===== src/rtl/core/mhc_pkg.sv =====
// Package with the types and constants shared by the message header checksum check.
`timescale 1ns / 1ps
package mhc_pkg;

    localparam int unsigned QUEUE_DEPTH = 4;

    localparam logic [7:0]  MAGIC_RESET = 8'hCC;
    localparam logic [15:0] OFFSET_WORD = 16'hCCCC;
    localparam int unsigned SENSITIVE_BIT = 6;

    localparam logic [3:0] HDR_BYTES  = 4'd8;
    localparam logic [3:0] POS_MAGIC  = 4'd0;
    localparam logic [3:0] POS_OPT    = 4'd1;
    localparam logic [3:0] POS_LEN_HI = 4'd2;
    localparam logic [3:0] POS_LEN_LO = 4'd3;
    localparam logic [3:0] POS_CHK_HI = 4'd4;
    localparam logic [3:0] POS_CHK_LO = 4'd5;

    typedef struct packed {
        logic [7:0] byte_in;
        logic       last_byte;
    } t_in_item;

    typedef struct packed {
        logic        msg_valid;
        logic        incomplete;
        logic [7:0]  magic_seen;
        logic [7:0]  options_seen;
        logic [15:0] declared_length;
        logic [15:0] stored_checksum;
        logic [15:0] computed_checksum;
    } t_out_item;

    typedef struct packed {
        logic [7:0] data;
        logic       last;
        logic [3:0] pos;
        logic       second;
    } t_cls_item;

    typedef struct packed {
        logic full;
        logic empty;
    } t_q_status;

endpackage


===== src/rtl/core/message_header_checksum_check_core.sv =====
// Top level of the message header checksum check: front end, queue and back end.
//
//   Channel  Direction  Handshake                Payload
//   in       input      i_in_valid / o_in_stall  i_in_item  (byte, last mark)
//   out      output     o_out_valid / i_out_stall o_out_item (header, checksum, flags)
//   cfg      input      i_cfg_wr_en              i_cfg_wr_data (expected magic)
//
// One byte is accepted per cycle while the byte queue has room.
// A result item is registered in the back end when its last byte leaves the queue,
// which waits while a stalled result is still held.
// The back end retires one queued byte per cycle, but holds a last byte while a result is stalled.
// The input stalls only when the queue of QueueDepth entries is full.
// Reset is synchronous and clears the queue, the running sum and the output valid flag.
`timescale 1ns / 1ps
module message_header_checksum_check_core #(
    parameter int unsigned QueueDepth = mhc_pkg::QUEUE_DEPTH
) (
    input  logic               i_clk,
    input  logic               i_rst_n,
    input  logic               i_cfg_wr_en,
    input  logic [7:0]         i_cfg_wr_data,
    input  logic               i_in_valid,
    output logic               o_in_stall,
    input  mhc_pkg::t_in_item  i_in_item,
    output logic               o_out_valid,
    input  logic               i_out_stall,
    output mhc_pkg::t_out_item o_out_item
);

    logic               push;
    logic               pop;
    mhc_pkg::t_cls_item push_item;
    mhc_pkg::t_cls_item q_head;
    mhc_pkg::t_q_status q_status;

    mhc_front u_front (
        .i_clk       (i_clk),
        .i_rst_n     (i_rst_n),
        .i_in_valid  (i_in_valid),
        .i_in_item   (i_in_item),
        .i_q_status  (q_status),
        .o_in_stall  (o_in_stall),
        .o_push      (push),
        .o_push_item (push_item)
    );

    mhc_fifo #(
        .Depth (QueueDepth)
    ) u_fifo (
        .i_clk       (i_clk),
        .i_rst_n     (i_rst_n),
        .i_push      (push),
        .i_push_item (push_item),
        .i_pop       (pop),
        .o_head      (q_head),
        .o_status    (q_status)
    );

    mhc_back u_back (
        .i_clk         (i_clk),
        .i_rst_n       (i_rst_n),
        .i_cfg_wr_en   (i_cfg_wr_en),
        .i_cfg_wr_data (i_cfg_wr_data),
        .i_q_status    (q_status),
        .i_q_head      (q_head),
        .o_pop         (pop),
        .i_out_stall   (i_out_stall),
        .o_out_valid   (o_out_valid),
        .o_out_item    (o_out_item)
    );

endmodule


===== src/rtl/core/mhc_front.sv =====
// Front end that accepts message bytes and tags each with its header position and pair half.
`timescale 1ns / 1ps
module mhc_front (
    input  logic                i_clk,
    input  logic                i_rst_n,
    input  logic                i_in_valid,
    input  mhc_pkg::t_in_item   i_in_item,
    input  mhc_pkg::t_q_status  i_q_status,
    output logic                o_in_stall,
    output logic                o_push,
    output mhc_pkg::t_cls_item  o_push_item
);

    logic [3:0] r_pos;
    logic [3:0] n_pos;
    logic       r_second;
    logic       n_second;

    assign o_in_stall = i_q_status.full;
    assign o_push     = i_in_valid && !i_q_status.full;

    always_comb begin
        o_push_item.data   = i_in_item.byte_in;
        o_push_item.last   = i_in_item.last_byte;
        o_push_item.pos    = r_pos;
        o_push_item.second = r_second;
    end

    always_comb begin
        n_pos    = r_pos;
        n_second = r_second;
        if (o_push) begin
            if (i_in_item.last_byte) begin
                n_pos    = '0;
                n_second = 1'b0;
            end else begin
                n_second = !r_second;
                if (r_pos < mhc_pkg::HDR_BYTES) begin
                    n_pos = r_pos + 4'd1;
                end
            end
        end
    end

    always_ff @(posedge i_clk) begin
        if (!i_rst_n) begin
            r_pos    <= '0;
            r_second <= 1'b0;
        end else begin
            r_pos    <= n_pos;
            r_second <= n_second;
        end
    end

endmodule


===== src/rtl/core/mhc_fifo.sv =====
// Short queue of tagged bytes between the front end and the back end.
`timescale 1ns / 1ps
module mhc_fifo #(
    parameter int unsigned Depth = mhc_pkg::QUEUE_DEPTH
) (
    input  logic                i_clk,
    input  logic                i_rst_n,
    input  logic                i_push,
    input  mhc_pkg::t_cls_item  i_push_item,
    input  logic                i_pop,
    output mhc_pkg::t_cls_item  o_head,
    output mhc_pkg::t_q_status  o_status
);

    localparam int unsigned PtrW = $clog2(Depth);
    localparam int unsigned CntW = $clog2(Depth + 1);

    mhc_pkg::t_cls_item r_mem [Depth];
    logic [PtrW-1:0] r_wr_ptr;
    logic [PtrW-1:0] n_wr_ptr;
    logic [PtrW-1:0] r_rd_ptr;
    logic [PtrW-1:0] n_rd_ptr;
    logic [CntW-1:0] r_count;
    logic [CntW-1:0] n_count;

    assign o_head         = r_mem[r_rd_ptr];
    assign o_status.full  = (r_count == CntW'(Depth));
    assign o_status.empty = (r_count == '0);

    always_comb begin
        n_wr_ptr = r_wr_ptr;
        n_rd_ptr = r_rd_ptr;
        n_count  = r_count;
        if (i_push) begin
            n_wr_ptr = (r_wr_ptr == PtrW'(Depth - 1)) ? '0 : r_wr_ptr + 1'b1;
        end
        if (i_pop) begin
            n_rd_ptr = (r_rd_ptr == PtrW'(Depth - 1)) ? '0 : r_rd_ptr + 1'b1;
        end
        if (i_push && !i_pop) begin
            n_count = r_count + 1'b1;
        end else if (!i_push && i_pop) begin
            n_count = r_count - 1'b1;
        end
    end

    always_ff @(posedge i_clk) begin
        if (i_push) begin
            r_mem[r_wr_ptr] <= i_push_item;
        end
    end

    always_ff @(posedge i_clk) begin
        if (!i_rst_n) begin
            r_wr_ptr <= '0;
            r_rd_ptr <= '0;
            r_count  <= '0;
        end else begin
            r_wr_ptr <= n_wr_ptr;
            r_rd_ptr <= n_rd_ptr;
            r_count  <= n_count;
        end
    end

endmodule


===== src/rtl/core/mhc_back.sv =====
// Back end that captures the header, keeps the checksum and registers the result item.
`timescale 1ns / 1ps
module mhc_back (
    input  logic                i_clk,
    input  logic                i_rst_n,
    input  logic                i_cfg_wr_en,
    input  logic [7:0]          i_cfg_wr_data,
    input  mhc_pkg::t_q_status  i_q_status,
    input  mhc_pkg::t_cls_item  i_q_head,
    output logic                o_pop,
    input  logic                i_out_stall,
    output logic                o_out_valid,
    output mhc_pkg::t_out_item  o_out_item
);

    logic [7:0]  r_expected_magic;
    logic [15:0] r_sum;
    logic [15:0] n_sum;
    logic [7:0]  r_held;
    logic [7:0]  r_magic;
    logic [7:0]  r_options;
    logic [15:0] r_length;
    logic [15:0] r_checksum;
    logic [7:0]  n_magic;
    logic [7:0]  n_options;
    logic [15:0] n_length;
    logic [15:0] n_checksum;
    logic        r_out_valid;
    logic        n_out_valid;
    mhc_pkg::t_out_item r_out_item;
    mhc_pkg::t_out_item n_out_item;

    logic        out_free;
    logic [15:0] word;
    logic [16:0] raw_sum;
    logic [15:0] folded;
    logic [15:0] final_sum;
    logic [15:0] computed;
    logic        complete;
    logic        sensitive;

    assign out_free    = !r_out_valid || !i_out_stall;
    assign o_pop       = !i_q_status.empty && (!i_q_head.last || out_free);
    assign o_out_valid = r_out_valid;
    assign o_out_item  = r_out_item;

    always_comb begin
        if (!i_q_head.second) begin
            word = {i_q_head.data, 8'h00};
        end else if (i_q_head.pos == mhc_pkg::POS_CHK_LO) begin
            word = mhc_pkg::OFFSET_WORD;
        end else begin
            word = {r_held, i_q_head.data};
        end
        raw_sum   = {1'b0, r_sum} + {1'b0, word};
        folded    = raw_sum[15:0] + {15'd0, raw_sum[16]};
        final_sum = folded;
        computed  = ~final_sum;
    end

    always_comb begin
        n_magic    = r_magic;
        n_options  = r_options;
        n_length   = r_length;
        n_checksum = r_checksum;
        case (i_q_head.pos)
            mhc_pkg::POS_MAGIC:  n_magic          = i_q_head.data;
            mhc_pkg::POS_OPT:    n_options        = i_q_head.data;
            mhc_pkg::POS_LEN_HI: n_length[15:8]   = i_q_head.data;
            mhc_pkg::POS_LEN_LO: n_length[7:0]    = i_q_head.data;
            mhc_pkg::POS_CHK_HI: n_checksum[15:8] = i_q_head.data;
            mhc_pkg::POS_CHK_LO: n_checksum[7:0]  = i_q_head.data;
            default: ;
        endcase
    end

    always_comb begin
        complete  = (i_q_head.pos >= (mhc_pkg::HDR_BYTES - 4'd1));
        sensitive = n_options[mhc_pkg::SENSITIVE_BIT];
        n_out_item = '0;
        if (!complete) begin
            n_out_item.incomplete = 1'b1;
        end else begin
            n_out_item.msg_valid = (n_magic == r_expected_magic)
                && (!sensitive || (computed == n_checksum));
            n_out_item.magic_seen        = n_magic;
            n_out_item.options_seen      = n_options;
            n_out_item.declared_length   = n_length;
            n_out_item.stored_checksum   = n_checksum;
            n_out_item.computed_checksum = computed;
        end
    end

    always_comb begin
        n_sum = r_sum;
        if (o_pop) begin
            if (i_q_head.last) begin
                n_sum = '0;
            end else if (i_q_head.second) begin
                n_sum = folded;
            end
        end
    end

    always_comb begin
        n_out_valid = r_out_valid;
        if (o_pop && i_q_head.last) begin
            n_out_valid = 1'b1;
        end else if (!i_out_stall) begin
            n_out_valid = 1'b0;
        end
    end

    always_ff @(posedge i_clk) begin
        if (o_pop) begin
            r_magic    <= n_magic;
            r_options  <= n_options;
            r_length   <= n_length;
            r_checksum <= n_checksum;
            if (!i_q_head.second) begin
                r_held <= i_q_head.data;
            end
        end
        if (o_pop && i_q_head.last) begin
            r_out_item <= n_out_item;
        end
    end

    always_ff @(posedge i_clk) begin
        if (!i_rst_n) begin
            r_expected_magic <= mhc_pkg::MAGIC_RESET;
            r_sum            <= '0;
            r_out_valid      <= 1'b0;
        end else begin
            if (i_cfg_wr_en) begin
                r_expected_magic <= i_cfg_wr_data;
            end
            r_sum       <= n_sum;
            r_out_valid <= n_out_valid;
        end
    end

endmodule


===== config.mk =====
export PLATFORM = sky130hd
export DESIGN_NAME = message_header_checksum_check_core
export DESIGN_NICKNAME = d
export VERILOG_FILES = /design/src/rtl/core/mhc_pkg.sv /design/src/rtl/core/message_header_checksum_check_core.sv /design/src/rtl/core/mhc_front.sv /design/src/rtl/core/mhc_fifo.sv /design/src/rtl/core/mhc_back.sv
export SDC_FILE = /design/constraint.sdc
export NUM_CORES = 1
export LEC_CHECK = 0
export ABC_CLOCK_PERIOD_IN_PS = 8300
export BUFFER_PORTS_ARGS = -buffer_cell sky130_fd_sc_hd__clkbuf_2
export CORE_MARGIN = 8
export CORE_UTILIZATION = 55
export CTS_CLUSTER_DIAMETER = 50
export DETAILED_ROUTE_END_ITERATION = 8
export PLACE_DENSITY_LB_ADDON = 0.3
export SYNTH_ARGS = -nofsm -noshare
export SYNTH_HDL_FRONTEND = slang
export SYNTH_SLANG_ARGS = --single-unit

===== constraint.sdc =====
create_clock -name i_clk -period 8.3 [get_ports i_clk]
set_clock_uncertainty 0.1 [all_clocks]
set_input_delay 0.83 -clock i_clk [delete_from_list [all_inputs] [get_ports i_clk]]
set_output_delay 0.83 -clock i_clk [all_outputs]
set_load 0.03 [all_outputs]

==> impl_metrics.xml, run 1 <==
<?xml version="1.0" encoding="UTF-8"?>
<metrics>
  <group name="detailed_routing">
    <metric name="post-route-drc-count" unit="">0</metric>
    <metric name="drt_iter0_markers" unit="">538</metric>
    <metric name="drt_pass1_iterations" unit="">5</metric>
    <metric name="routed-via-count" unit="">6451</metric>
    <metric name="via_density_per_instance" unit="">5.709</metric>
    <metric name="routedWlPerCell" unit="um">19.50</metric>
    <metric name="routed_wl" unit="um">22040</metric>
    <metric name="final_antenna_net_count" unit="">0</metric>
  </group>
  <group name="grt">
    <metric name="number_of_global_route_vias_before_repair" unit="">6415</metric>
    <metric name="global_route_wire_length_before_repair" unit="um">34410</metric>
    <metric name="maximum_number_of_pins_on_one_net_before_global_route_repair" unit="">66</metric>
    <metric name="globalRouteOverflowTotal" unit="">0</metric>
    <metric name="gr-usage-all-layers" unit="%">19.25</metric>
    <metric name="number_of_antenna_violations_at_the_first_check_in_global_routing" unit="">0</metric>
  </group>
  <group name="logic_synthesis">
    <metric name="synthesis.area_per_instance" unit="sq um">12.73</metric>
    <metric name="synth_enable_flop_cells" unit="">178</metric>
    <metric name="yosys_warnings" unit="">0</metric>
    <metric name="syn_nets" unit="">840</metric>
    <metric name="synth_ff_type" unit="">edfxtp_1</metric>
    <metric name="synth_register_bits" unit="">217</metric>
    <metric name="synth_cell_types" unit="">63</metric>
    <metric name="cell_area_after_synthesis" unit="sq um">10070</metric>
    <metric name="synthArstFlopShare" unit="%">0</metric>
    <metric name="synth.yosys.seq_area_share" unit="%">60.83</metric>
    <metric name="postSynthCellCount" unit="">791</metric>
  </group>
  <group name="finish">
    <metric name="antenna_cells_inserted" unit="">0</metric>
    <metric name="final_layout_size_suffix_gt1_share" unit="%">19.09</metric>
    <metric name="areaGrowthSynthToFinish" unit="%">14.87</metric>
    <metric name="nNetsFinal" unit="">931</metric>
    <metric name="regArea" unit="sq um">6126</metric>
    <metric name="number_of_filler_instances_in_the_final_layout" unit="">1348</metric>
    <metric name="multi_input_area" unit="sq um">3583</metric>
  </group>
  <group name="clock_network">
    <metric name="insertion_delay" unit="ns">0.53</metric>
    <metric name="cts.root.buffer_cell" unit="">clkbuf_16</metric>
    <metric name="tritoncts_num_sinks" unit="">217</metric>
    <metric name="cts-htree-levels" unit="">1</metric>
    <metric name="postCtsSetupBuffers" unit="">0</metric>
    <metric name="cts-resized-gates" unit="">0</metric>
    <metric name="tritoncts_clock_tree" unit="">built</metric>
    <metric name="cts_hold_buffers" unit="">0</metric>
    <metric name="clockBufferDepth" unit="">3</metric>
    <metric name="cts-buffers-inserted" unit="">25</metric>
    <metric name="clock_slew_at_reported_path_ffs" unit="ns">0.06</metric>
  </group>
  <group name="die">
    <metric name="placement_rows" unit="">49</metric>
    <metric name="die_h" unit="um">151.3</metric>
    <metric name="core_area" unit="sq um">17960</metric>
    <metric name="design.die.area" unit="sq um">22890</metric>
    <metric name="initial_core_util" unit="%">56.06</metric>
    <metric name="chip_width" unit="um">151.3</metric>
    <metric name="ios" unit="">90</metric>
  </group>
  <group name="place">
    <metric name="io_buffer_count" unit="">89</metric>
    <metric name="post-dp-hpwl" unit="um">15010</metric>
    <metric name="place_congestion" unit="">0.8747</metric>
  </group>
  <group name="critical_path">
    <metric name="ff2ff_setup_slack" unit="ns">1.47</metric>
    <metric name="worst-setup-path-type" unit="">flip-flop to flip-flop</metric>
    <metric name="critical_path_arrival" unit="ns">7.09</metric>
    <metric name="crit_path_end_kind" unit="">flip-flop</metric>
    <metric name="path_max_fanout" unit="">14</metric>
    <metric name="worst_ep_required_time" unit="ns">8.57</metric>
    <metric name="critPathLaunchType" unit="">flip-flop</metric>
  </group>
  <group name="job">
    <metric name="max-cap-violations" unit="">0</metric>
  </group>
  <group name="timing">
    <metric name="timing_hold_violations_final" unit="">0</metric>
    <metric name="setup_viol" unit="">0</metric>
    <metric name="post-route-period-util" unit="%">82.24</metric>
    <metric name="finalMaxSlewViolations" unit="">0</metric>
    <metric name="tmin_final" unit="ns">6.826</metric>
    <metric name="worstMarginPinSlew" unit="ns">1.057</metric>
    <metric name="max_freq" unit="MHz">146.5</metric>
    <metric name="setup_total_negative_slack" unit="ns">0</metric>
    <metric name="rsz0062_at_grt" unit="">no</metric>
    <metric name="slew-limit-headroom" unit="%">29.26</metric>
  </group>
  <group name="outcome">
    <metric name="status" unit="">complete, no violations</metric>
  </group>
  <group name="min_path">
    <metric name="min-delay-path-class" unit="">flip-flop to flip-flop</metric>
  </group>
</metrics>
[final timing paths]
| kind | start | to | cells past startpoint |
|---|---|---|---|
| setup / recovery | flip-flop | u_back.o_out_item[65] | 25 |
| hold / removal | u_fifo.r_wr_ptr[1] | u_fifo.r_wr_ptr[1] | 2 |
| setup reg to reg | flip-flop | u_back.o_out_item[65] | 25 |
| hold reg to reg | u_fifo.r_wr_ptr[1] | u_fifo.r_wr_ptr[1] | 2 |
[layout make-up]
class / instances / area share [%]
inverter: 61 / 1.979
sequential: 217 / 52.96
tap: 229 / 2.477
clock inverter: 10 / 0.9843
multi-input combinational: 478 / 30.98
timing repair buffer: 99 / 4.500
clock buffer: 36 / 6.122
[Yosys cell counts (all sizes together), types with 6 or more instances]
| master | n | share of area [%] |
|---|---|---|
| nor3b | 7 | 0.52 |
| nand3 | 9 | 0.45 |
| xnor2 | 28 | 2.4 |
| o21ai | 21 | 1.0 |
| nand2 | 29 | 1.1 |
| dfxtp | 39 | 7.8 |
| nor2 | 89 | 3.3 |
| nand2b | 9 | 0.56 |
| a22oi | 16 | 1.2 |
| a21o | 6 | 0.45 |
| mux2i | 50 | 5.0 |
| xor2 | 16 | 1.4 |
| a211oi | 8 | 0.65 |
| mux4 | 14 | 3.1 |
| inv | 60 | 2.2 |
| clkbuf | 23 | 0.86 |
| nor3 | 7 | 0.35 |
| buf | 12 | 0.67 |
| nor2b | 30 | 1.9 |
| o21a | 7 | 0.52 |
| and2 | 10 | 0.62 |
| ha | 25 | 3.1 |
| a21oi | 27 | 1.3 |
| edfxtp | 178 | 53 |
[critical path: stages, from the launching register on]
cell and delay, ns:
dfxtp_1 0.73, mux4_2 0.51, or2_2 0.36, nor2_1 0.54
o21a_1 0.22, ha_1 0.28, a211oi_1 0.31, o21ai_1 0.16
o22a_1 0.27, a221o_1 0.37, a21oi_1 0.18, nor2_1 0.05
o21ai_0 0.15, nand2b_1 0.07, a21o_1 0.20, ha_1 0.22
ha_1 0.19, and2_1 0.17, nor2_1 0.21, xor2_1 0.10
nor4_1 0.30, nand2_1 0.10, nor4_2 0.32, o2111a_1 0.24
o2111ai_1 0.12, o31ai_2 0.19
[sequential cells by signal, indices dropped and copies added, names as in the netlist, named ones only]
| signal | cells |
|---|---|
| u_back.r_magic | 8 |
| u_fifo.r_wr_ptr | 2 |
| u_front.r_pos | 4 |
| u_front.r_second | 1 |
| u_fifo.r_mem | 56 |
| u_fifo.r_rd_ptr | 2 |
| u_back.r_expected_magic | 8 |
| u_back.o_out_item | 66 |
| u_back.r_sum | 16 |
| u_back.o_out_valid | 1 |
| u_back.r_length | 16 |
| u_back.r_options | 8 |
| u_back.r_held | 8 |
| u_fifo.r_count | 3 |
| u_back.r_checksum | 16 |
[cell families after synthesis]
| family | after synthesis | synth area share (%) |
|---|---|---|
| DFF | 217 | 60.84 |
| AOI/OAI and AO/OA | 118 | 7.940 |
| muxes | 68 | 8.586 |
| buffers and inverters | 96 | 3.802 |
| xor gates and xnor gates | 46 | 4.274 |
| adders and majority gates | 27 | 3.504 |
| and+or+nand+nor | 219 | 11.06 |
[cells in the final DEF, fill, tap and decap left out, types with 3 or more instances in the layout]
cell,instances
buf_4,10
and3_1,5
a21o_1,6
xnor2_1,28
nor2_1,89
ha_1,25
or3_1,4
inv_6,4
or2_2,4
nor3b_1,7
mux4_2,14
nor3_1,7
clkbuf_1,8
a2111oi_0,3
nand3_1,9
nand2b_1,9
o211ai_1,5
a21boi_0,4
dfxtp_1,39
edfxtp_1,178
nand2_1,29
mux2i_1,49
xor2_1,16
a21oi_1,27
o21ai_0,19
a211oi_1,7
o21a_1,7
nand4_1,5
and2_1,9
a211o_1,4
clkbuf_16,26
nor2b_1,30
clkbuf_2,89
a22oi_1,16
inv_1,59
mux2_2,4
[stage by stage]
step | util (%) | std cells | hold WS, ns | setup slack [ns] | area [sq um]
floorplan | - | 791 | 0.3667 | 2.372 | 10070
global placement | 59.82 | 1084 | 0.3975 | 1.634 | 10750
detailed placement | 59.82 | 1084 | 0.4032 | 1.499 | 10750
CTS | 64.39 | 1130 | 0.4100 | 1.479 | 11570
global route | 64.39 | 1130 | 0.4111 | 0.9572 | 11570
finish | 64.39 | 1130 | 0.4130 | 1.474 | 11570
[layer usage]
layer  global-route usage (%)  up-vias  part of all wire [%]
li1                         -     3047                     -
met5                        0        -                     0
met1                    25.18     3135                    43
met2                    32.42      232                    49
met4                    5.492        0                   1.8
met3                    3.197       37                   6.8
Power of run 1 is left out: the tool's default activity adds up to more than one toggle a clock period on the data nets, which glitch-free logic cannot reach.
==> run 2, diff against run 1 <==
ABC_CLOCK_PERIOD_IN_PS = 6860   (was 8300)
clock period = 6.86 ns   (was 8.3 ns; I/O delays follow)
==> run 2 against run 1 <==
  * Design area up 0.77%
  * Global-route usage up 0.42 points
  * Wire length up 3.0%
  * Sequential cell count unchanged
  * Worst hold slack worse by 0.12 ns
  * Core utilization up 0.49 points
  * Die area unchanged
  * Critical endpoint unchanged
==> impl_metrics.xml, run 2 (synthesis gave the netlist of run 1 again) <==
<?xml version="1.0" encoding="UTF-8"?>
<metrics>
  <group name="outcome">
    <metric name="status" unit="">complete, no violations</metric>
  </group>
  <group name="finish">
    <metric name="mostFrequentLayoutCells" unit="">178 x edfxtp_1, 89 x nor2_1, 89 x clkbuf_2</metric>
    <metric name="layout.cells.most_common" unit="">edfxtp_1</metric>
    <metric name="nNetsFinal" unit="">940</metric>
    <metric name="largest_reg_flops" unit="">66</metric>
    <metric name="finalCoreUtilization" unit="%">64.89</metric>
    <metric name="antenna_cells_inserted" unit="">0</metric>
    <metric name="final_layout_size_suffix_gt1_share" unit="%">20.02</metric>
    <metric name="areaGrowthSynthToFinish" unit="%">15.76</metric>
  </group>
  <group name="die">
    <metric name="placement_rows" unit="">49</metric>
    <metric name="die_h" unit="um">151.3</metric>
    <metric name="ios" unit="">90</metric>
    <metric name="design.die.area" unit="sq um">22890</metric>
    <metric name="chip_width" unit="um">151.3</metric>
    <metric name="core_area" unit="sq um">17960</metric>
    <metric name="initial_core_util" unit="%">56.06</metric>
  </group>
  <group name="critical_path">
    <metric name="critical_path_arrival" unit="ns">6.51</metric>
    <metric name="crit_path_top_delay_cell" unit="">mux4_2</metric>
    <metric name="crit_path_end_kind" unit="">flip-flop</metric>
    <metric name="ff2ff_setup_slack" unit="ns">0.59</metric>
    <metric name="cpPeakStageDelay" unit="ns">0.63</metric>
    <metric name="path_max_fanout" unit="">6</metric>
    <metric name="worst_ep_required_time" unit="ns">7.10</metric>
    <metric name="critical_register_to_register_path_endpoint" unit="">u_back.o_out_item[65]</metric>
    <metric name="reg2regPathDepth" unit="">26</metric>
    <metric name="critPathCapture" unit="">u_back.o_out_item[65]</metric>
    <metric name="worst-setup-path-type" unit="">flip-flop to flip-flop</metric>
    <metric name="critPathLaunchType" unit="">flip-flop</metric>
  </group>
  <group name="clock_network">
    <metric name="insertion_delay" unit="ns">0.51</metric>
    <metric name="cts-htree-levels" unit="">1</metric>
    <metric name="cts-resized-gates" unit="">0</metric>
    <metric name="cts.root.buffer_cell" unit="">clkbuf_16</metric>
    <metric name="cts-buffers-inserted" unit="">25</metric>
    <metric name="tritoncts_num_sinks" unit="">217</metric>
    <metric name="postCtsSetupBuffers" unit="">0</metric>
    <metric name="tritoncts_clock_tree" unit="">built</metric>
    <metric name="clock_slew_at_reported_path_ffs" unit="ns">0.06</metric>
    <metric name="cts_hold_buffers" unit="">0</metric>
    <metric name="clockBufferDepth" unit="">3</metric>
  </group>
  <group name="timing">
    <metric name="timing_hold_violations_final" unit="">0</metric>
    <metric name="slew-limit-headroom" unit="%">32.62</metric>
    <metric name="setup_viol" unit="">0</metric>
    <metric name="rsz0062_at_grt" unit="">no</metric>
    <metric name="post-route-period-util" unit="%">91.36</metric>
    <metric name="tmin_final" unit="ns">6.267</metric>
    <metric name="finalMaxSlewViolations" unit="">0</metric>
    <metric name="setup_total_negative_slack" unit="ns">0</metric>
    <metric name="max_freq" unit="MHz">159.6</metric>
    <metric name="worstMarginPinSlew" unit="ns">1.007</metric>
  </group>
  <group name="place">
    <metric name="place_congestion" unit="">0.8848</metric>
    <metric name="io_buffer_count" unit="">89</metric>
    <metric name="post-dp-hpwl" unit="um">15520</metric>
  </group>
  <group name="grt">
    <metric name="number_of_antenna_violations_at_the_first_check_in_global_routing" unit="">0</metric>
    <metric name="gr-usage-all-layers" unit="%">19.67</metric>
    <metric name="globalRouteOverflowTotal" unit="">0</metric>
    <metric name="number_of_global_route_vias_before_repair" unit="">6302</metric>
    <metric name="global_route_wire_length_before_repair" unit="um">34930</metric>
    <metric name="maximum_number_of_pins_on_one_net_before_global_route_repair" unit="">67</metric>
  </group>
  <group name="job">
    <metric name="max-cap-violations" unit="">0</metric>
  </group>
  <group name="detailed_routing">
    <metric name="routedWlPerCell" unit="um">19.94</metric>
    <metric name="drt_iter0_markers" unit="">546</metric>
    <metric name="drt_pass1_iterations" unit="">5</metric>
    <metric name="routed_wl" unit="um">22700</metric>
    <metric name="via_density_per_instance" unit="">5.694</metric>
    <metric name="final_antenna_net_count" unit="">0</metric>
    <metric name="routed-via-count" unit="">6480</metric>
    <metric name="post-route-drc-count" unit="">0</metric>
  </group>
  <group name="min_path">
    <metric name="min-delay-path-class" unit="">primary input to flip-flop</metric>
  </group>
</metrics>
run 2: changes by cell type in the layout (fill, tap and decap cells not counted), moves of 2 or more:
cell,delta
buf_4,+8
bufinv_16,+2
clkinvlp_4,+2
inv_6,-2
run 2: per-stage QoR:
stage | instance area [sq um] | setup slack, ns | hold WS [ns] | instances
3_3_place_gp | 10810 | 0.7295 | 0.3923 | 1093
4_1_cts | 11650 | 0.5752 | 0.2733 | 1138
2_1_floorplan | 10070 | 0.9322 | 0.3667 | 791
3_5_place_dp | 10810 | 0.6186 | 0.4050 | 1093
6_report | 11660 | 0.5929 | 0.2881 | 1138
5_1_grt | 11660 | 0.08085 | 0.2810 | 1138
run 2: how the worst min path moves through the flow:
stage	start	to	slack [ns]	cells after the start
2_1_floorplan	u_fifo.r_rd_ptr[1]	flip-flop	0.37	2
3_3_place_gp	u_fifo.r_count[2]	u_fifo.r_count[2]	0.39	2
3_5_place_dp	u_fifo.r_wr_ptr[1]	u_fifo.r_wr_ptr[1]	0.40	2
4_1_cts	i_cfg_wr_data[6]	u_back.r_expected_magic[6]	0.27	3
5_1_grt	i_in_item[3]	u_fifo.r_mem[1][8]	0.28	1
6_report	i_cfg_wr_data[6]	u_back.r_expected_magic[6]	0.29	3
run 2: layer usage:
layer | global-route usage (%) | wire [um]
met3 | 2.659 | 1213
met1 | 26.11 | 9868
met4 | 4.750 | 401
met5 | 0 | 0
met2 | 33.53 | 11210
run 2: cell type report:
class	instances	area, sq um
Timing Repair Buffer	108	591.8
Inverter	61	229.0
Sequential cell	217	6126
Clock inverter	11	155.1
Fill cell	1355	6307
Clock buffer	34	679.4
Tap cell	229	286.5
Multi-Input combinational cell	478	3588
run 2: worst max-delay path: cells and delay by family, from the launching register on:
| kind | cells | cell delay [ns] |
|---|---|---|
| flip-flops | 1 | 0.40 |
| AO/OA/AOI/OAI | 10 | 2.05 |
| multiplexers | 1 | 0.63 |
| adder cells (fa/ha/maj) | 4 | 1.05 |
| XOR/XNOR | 1 | 0.10 |
| AND/OR/NAND/NOR | 10 | 1.76 |
Power of run 2 is left out for the same reason.
